<file path="src/rtl/mpd_pkg.sv">
// Shared types, constants and codes for the memoized pair distance unit.
package mpd_pkg;

  localparam int MAX_POINTS_DEF    = 64;
  localparam int MAX_DIM_DEF       = 4;
  localparam int CACHE_ENTRIES_DEF = 2080;

  localparam int POINT_W  = 6;
  localparam int AXIS_W   = 2;
  localparam int COORD_W  = 24;
  localparam int DIST_W   = 26;
  localparam int ROOT_W   = 25;
  localparam int SUM_W    = 50;
  localparam int SQ_W     = 48;
  localparam int PCOUNT_W = 7;
  localparam int DIM_W    = 3;
  localparam int CFG_W    = 7;
  localparam int CIDX_W   = 1;
  localparam int TRI_W    = 12;
  localparam int EPOCH_W  = 4;
  localparam int PAIR_MAX = 2080;
  localparam int PTS_MAX  = 64;

  localparam logic [CIDX_W-1:0] CFG_POINT_COUNT = 1'b0;
  localparam logic [CIDX_W-1:0] CFG_DIMENSION   = 1'b1;

  typedef enum logic [1:0] {
    CMD_WRITE    = 2'd0,
    CMD_CLEAR    = 2'd1,
    CMD_CACHED   = 2'd2,
    CMD_UNCACHED = 2'd3
  } cmd_e;

  typedef enum logic [3:0] {
    ST_INIT_CLR,
    ST_IDLE,
    ST_DECODE,
    ST_CLR_PASS,
    ST_CACHE_CHK,
    ST_RD_A,
    ST_RD_B,
    ST_DIFF,
    ST_SQUARE,
    ST_ACC,
    ST_SQRT,
    ST_SQRT_WAIT,
    ST_CACHE_WR,
    ST_FINISH
  } state_e;

  typedef struct packed {
    logic latch;
    logic start;
    logic coord_wr;
    logic epoch_inc;
    logic clr_step;
    logic load_hit;
    logic sel_b;
    logic cap_a;
    logic cap_diff;
    logic cap_sq;
    logic acc;
    logic sqrt_start;
    logic cap_root;
    logic cache_wr;
    logic load_out;
  } dp_cmd_t;

  typedef struct packed {
    cmd_e cmd;
    logic legal_a;
    logic legal_b;
    logic axis_ok;
    logic in_range;
    logic hit;
    logic k_last;
    logic dim_zero;
    logic clr_last;
    logic epoch_last;
    logic sqrt_done;
    logic out_free;
  } dp_stat_t;

endpackage

</file>
<file path="src/rtl/mpd_ctrl.sv">
// Controller state machine that sequences each request through the datapath.
module mpd_ctrl (
  input  logic               clk_i,
  input  logic               rst_ni,
  input  logic               in_valid_i,
  output logic               in_stall_o,
  input  mpd_pkg::dp_stat_t  stat_i,
  output mpd_pkg::dp_cmd_t   cmd_o
);
  import mpd_pkg::*;

  state_e state_q, state_d;
  logic   compute_path;
  state_e compute_entry;

  assign compute_entry = stat_i.dim_zero ? ST_SQRT : ST_RD_A;
  assign compute_path  = (stat_i.cmd == CMD_CACHED) || (stat_i.cmd == CMD_UNCACHED);

  always_comb begin
    state_d = state_q;
    case (state_q)
      ST_INIT_CLR: begin
        if (stat_i.clr_last) state_d = ST_IDLE;
      end
      ST_IDLE: begin
        if (in_valid_i) state_d = ST_DECODE;
      end
      ST_DECODE: begin
        case (stat_i.cmd)
          CMD_WRITE: state_d = ST_FINISH;
          CMD_CLEAR: state_d = stat_i.epoch_last ? ST_CLR_PASS : ST_FINISH;
          default: begin
            if (!(stat_i.legal_a && stat_i.legal_b)) begin
              state_d = ST_FINISH;
            end else if (stat_i.cmd == CMD_CACHED && stat_i.in_range) begin
              state_d = ST_CACHE_CHK;
            end else begin
              state_d = compute_entry;
            end
          end
        endcase
      end
      ST_CLR_PASS: begin
        if (stat_i.clr_last) state_d = ST_FINISH;
      end
      ST_CACHE_CHK: state_d = stat_i.hit ? ST_FINISH : compute_entry;
      ST_RD_A:      state_d = ST_RD_B;
      ST_RD_B:      state_d = ST_DIFF;
      ST_DIFF:      state_d = ST_SQUARE;
      ST_SQUARE:    state_d = ST_ACC;
      ST_ACC:       state_d = stat_i.k_last ? ST_SQRT : ST_RD_A;
      ST_SQRT:      state_d = ST_SQRT_WAIT;
      ST_SQRT_WAIT: begin
        if (stat_i.sqrt_done) begin
          if (stat_i.cmd == CMD_CACHED && stat_i.in_range) state_d = ST_CACHE_WR;
          else state_d = ST_FINISH;
        end
      end
      ST_CACHE_WR: state_d = ST_FINISH;
      ST_FINISH: begin
        if (stat_i.out_free) state_d = ST_IDLE;
      end
      default: state_d = ST_IDLE;
    endcase
  end

  always_comb begin
    cmd_o      = '0;
    in_stall_o = (state_q != ST_IDLE);
    case (state_q)
      ST_INIT_CLR:  cmd_o.clr_step = 1'b1;
      ST_IDLE:      cmd_o.latch = in_valid_i;
      ST_DECODE: begin
        cmd_o.start     = 1'b1;
        cmd_o.coord_wr  = (stat_i.cmd == CMD_WRITE) && stat_i.legal_a && stat_i.axis_ok;
        cmd_o.epoch_inc = (stat_i.cmd == CMD_CLEAR) && !stat_i.epoch_last;
      end
      ST_CLR_PASS:  cmd_o.clr_step = 1'b1;
      ST_CACHE_CHK: cmd_o.load_hit = stat_i.hit && compute_path;
      ST_RD_A:      cmd_o.sel_b = 1'b0;
      ST_RD_B: begin
        cmd_o.sel_b = 1'b1;
        cmd_o.cap_a = 1'b1;
      end
      ST_DIFF:      cmd_o.cap_diff = 1'b1;
      ST_SQUARE:    cmd_o.cap_sq = 1'b1;
      ST_ACC:       cmd_o.acc = 1'b1;
      ST_SQRT:      cmd_o.sqrt_start = 1'b1;
      ST_SQRT_WAIT: cmd_o.cap_root = stat_i.sqrt_done;
      ST_CACHE_WR:  cmd_o.cache_wr = 1'b1;
      ST_FINISH:    cmd_o.load_out = stat_i.out_free;
      default: ;
    endcase
  end

  always_ff @(posedge clk_i or negedge rst_ni) begin
    if (!rst_ni) begin
      state_q <= ST_INIT_CLR;
    end else begin
      state_q <= state_d;
    end
  end

endmodule

</file>
<file path="config.mk">
export PLATFORM = sky130hd
export DESIGN_NAME = mpd_ctrl
export DESIGN_NICKNAME = d
export VERILOG_FILES = /design/src/rtl/mpd_pkg.sv /design/src/rtl/mpd_ctrl.sv
export SDC_FILE = /design/constraint.sdc
export NUM_CORES = 1
export LEC_CHECK = 0
export ABC_AREA = 1
export BUFFER_PORTS_ARGS = -buffer_cell sky130_fd_sc_hd__buf_2
export CAP_MARGIN = 20
export CORE_UTILIZATION = 36
export DETAILED_ROUTE_END_ITERATION = 8
export PLACE_DENSITY = 0.71
export SYNTH_ARGS = -nofsm -noshare
export SYNTH_HDL_FRONTEND = slang
export SYNTH_SLANG_ARGS = --single-unit
</file>
<file path="constraint.sdc">
create_clock -name clk_i -period 3.2 [get_ports clk_i]
set_input_delay 0.32 -clock clk_i [delete_from_list [all_inputs] [get_ports clk_i]]
set_output_delay 0.32 -clock clk_i [all_outputs]
set_load 0.02 [all_outputs]
</file>
* After elaboration in Yosys (flattened, before gate mapping)
Cells that the tools add are included. W data, S select, Z words.
Word-level totals: bits in registers 4, bits of input ports 16, output and inout bits 16, word-level logic and storage cells 61
Operators by class: eq/ne operators 22, mux-type cells 26, reduce and logical (&&, ||, !) cells 12
Operator list (number):
- $pmux W4 S14 | 1
- $mux W4 | 11
- $eq A4 B4 Y1 const B | 6
- $eq A4 B3 Y1 const B | 4
- $mux W1 | 12
- $ne A2 B2 Y1 const B | 5
- $eq A4 B2 Y1 const B | 2
- $pmux W4 S2 | 1
- $logic_and A1 B1 Y1 | 6
- $reduce_and A5 Y1 | 1
- $eq A2 B2 Y1 const B | 2
- $eq A4 B1 Y1 const B | 1
- $logic_not A4 Y1 | 1
- $ne A4 B1 Y1 const B | 1
- $mux W3 | 1
- $eq A2 B1 Y1 const B | 1
- $logic_not A2 Y1 | 1
- $reduce_or A2 Y1 | 1
- $logic_not A1 Y1 | 1
- $logic_or A1 B1 Y1 | 1

* Depth between registers and ports, before layout
word-level depth 6, depth in mapped cells 9, gate-level depth less buffers 9

* Worst setup path after synthesis
Ideal clock, no wire load.
path type reg-to-output, start reg state_q[0], end out cmd_o[9] (netlist name), data arrival time 1244 ps, required time 2880 ps, setup slack 1636 ps, stages on the path, launching flop included 4, buffers on the path 0, path through dfrtp_1 -> nor2_1 -> nand2_1 -> nor3_1
RTL lines:
- start: declaration | line mpd_ctrl.sv:12 | state_e state_q, state_d;
- start signal: assignment | line mpd_ctrl.sv:100 | state_q <= state_d;
- end: declaration | line mpd_ctrl.sv:8 | output mpd_pkg::dp_cmd_t cmd_o

==> impl_metrics.json <==
{
  "status": "finished, violations left",
  "violations": "DRC",
  "worstHoldPathType": "in2reg",
  "hold_depth": 4,
  "firstDrtPassIters": 6,
  "core_area_um2": 1580,
  "drv_slew": 0,
  "cts_tree": "done",
  "io_pins": 32,
  "stdcell_count": 173,
  "antennaDiodeCount": 0,
  "period_needed_ns": 1.79,
  "vias": 815,
  "drc": 2,
  "place_inst": 169,
  "die_w_um": 43.9,
  "worst-path-max-fanout": 6,
  "cp-end-kind": "output pin",
  "drt_iter0_markers": 30,
  "reg_top3": "state_q (4)",
  "power.density_nw_per_um2": 825,
  "synth_area_um2": 631,
  "cts_sinks": 4,
  "hold_viol": 0,
  "ctsResizeCount": 0,
  "nets": 175,
  "largest-register": "state_q",
  "rsz0062_at_grt": "false",
  "routed_wirelength_mm": 1.70,
  "rows": 14,
  "ys_ff_latch": 4,
  "max_freq_ghz": 0.559,
  "grt_pass1_vias": 651,
  "path_class": "reg2out",
  "die_height_um": 43.9,
  "root_buffer": "clkbuf_4",
  "crit_arrival_ns": 1.47,
  "postSynthAreaPerCell_um2": 5.13,
  "tightestPinTransition_ns": 0.407,
  "area_delta_synth_final_pct": 31.7,
  "start_util_pct": 40.0,
  "grt_max_degree": 7,
  "skew_ns": 0.00450,
  "dieArea_um2": 1920,
  "slew_headroom_pct": 72.8,
  "fin_tns_setup_ns": 0,
  "drtAntennaViolNets": 0,
  "yosys.area.top_type": "nand2_1",
  "grt_overflow_total": 0,
  "h-tree-depth": 1,
  "dp_hpwl_mm": 1.42,
  "ir_worst_vdd_uv": 383,
  "drive_gt1_share_pct": 29.9,
  "largest_reg_flops": 4,
  "cp-start-kind": "flop",
  "antenna_found_initial": 0,
  "post-route-period-util_pct": 55.9,
  "grt_pass1_wl_mm": 2.69,
  "finish.utilization_pct": 52.7,
  "drv_cap": 0,
  "r2r.worst_path.cells": 6,
  "yosysSeqAreaShare_pct": 15.9,
  "cts_buffers": 3,
  "gp_congestion": 0.943,
  "finalSetupViolCount": 0,
  "cts_buffer_depth": 2,
  "leakage_nw": 0.570,
  "portBuffers": 31,
  "worstSkewPairLatency_ns": 0.24,
  "syn-instance-count": 123,
  "synth_cell_types": 17,
  "yosysWarningCount": 0,
  "required_ns": 2.88,
  "wire_per_inst_um": 9.85,
  "grtUsageTotal_pct": 18.9,
  "synth_nets": 139,
  "clkTransAtPathRegs_ns": 0.04,
  "synth_top_area_share_pct": 26.8,
  "routed_via_density": 4.71,
  "ys_top_cells_by_area": "nand2_1, dfrtp_1, inv_1"
}
==> Yosys cell counts, drive strengths merged <==
cell type,n
nand2,48
inv,24
nor2,23
nand3,10
dfrtp,4
nor3,4
o21ai,4
nand4,3
a21oi,2
buf,1
==> cell type report <==
| cell class | count | area, um2 |
|---|---|---|
| Multi-Input combinational cell | 94 | 433 |
| Tap cell | 16 | 20.0 |
| Sequential cell | 4 | 100 |
| Inverter | 24 | 90.1 |
| Fill cell | 178 | 746 |
| Clock buffer | 3 | 22.5 |
| Timing Repair Buffer | 32 | 165 |
==> worst paths after layout <==
check | startpoint | to | slack (ns)
setup / recovery | state_q[0] | cmd_o[9] | 1.41
hold / removal | in_valid_i | state_q[1] | 0.38
setup reg to reg | state_q[0] | state_q[2] | 1.75
hold reg to reg | state_q[1] | state_q[1] | 0.54
max in group asynchronous | rst_ni | state_q[3] | 2.67
min in group asynchronous | rst_ni | state_q[0] | 0.41
==> cell usage in the layout, fill, tap and decap left out <==
cell	n
nor2_1	20
o21ai_0	3
inv_2	4
inv_1	20
nor2_4	3
nand3_1	10
buf_2	31
nand2_2	2
nor3_2	1
clkbuf_4	3
nor3_1	3
nand2_4	1
dfrtp_1	4
dlygate4sd3_1	1
nand2_1	45
a21oi_2	1
a21oi_1	1
o21ai_2	1
nand4_1	3
==> worst max-delay path: stages, from the launching register on <==
cell     delay, ns
dfrtp_1       0.44
nor2_1        0.35
nand2_1       0.12
nor3_1        0.13
buf_2         0.18
==> report_power, final <==
group	switching (W)	internal [W]	leakage [nW]
Combinational	0.000334	0.000165	0.506
Sequential	0.0000439	0.0000776	0.0500
Clock	0.0000223	0.0000421	0.0138
Total	0.000400	0.000285	0.570
==> what timing repair did <==
item	CTS	global route
hold buffers	1	0
setup buffers	0	0
setup endpoints to repair	0	0
endpoints found under the hold margin	4	0
==> logic make-up (layout without fill, tap and decap cells) <==
kind of cell,count (synthesis),in the layout,synth area share [%]
AO/OA/AOI/OAI,6,6,5.95
buffers and inverters,25,59,15.5
flip-flops,4,4,15.9
AND/OR/NAND/NOR,88,88,62.7
==> layer usage <==
metal	vias up	wire length (um)	global-route usage, %
met1	344	795	26.9
li1	438	-	-
met2	30	777	29.0
met5	-	0	0
met3	3	108	2.50
met4	0	23	7.27
==> metrics by stage <==
step           setup slack [ns]  hold WS [ns]  power, W  area (um2)
2_1_floorplan              1.64        0.0244  0.000494         631
3_3_place_gp               1.73         0.124  0.000607         798
3_5_place_dp               1.69         0.125  0.000614         798
4_1_cts                    1.43         0.389  0.000679         831
5_1_grt                    1.33         0.419  0.000748         831
6_report                   1.41         0.381  0.000685         831
(Power assumes the default switching activity.)
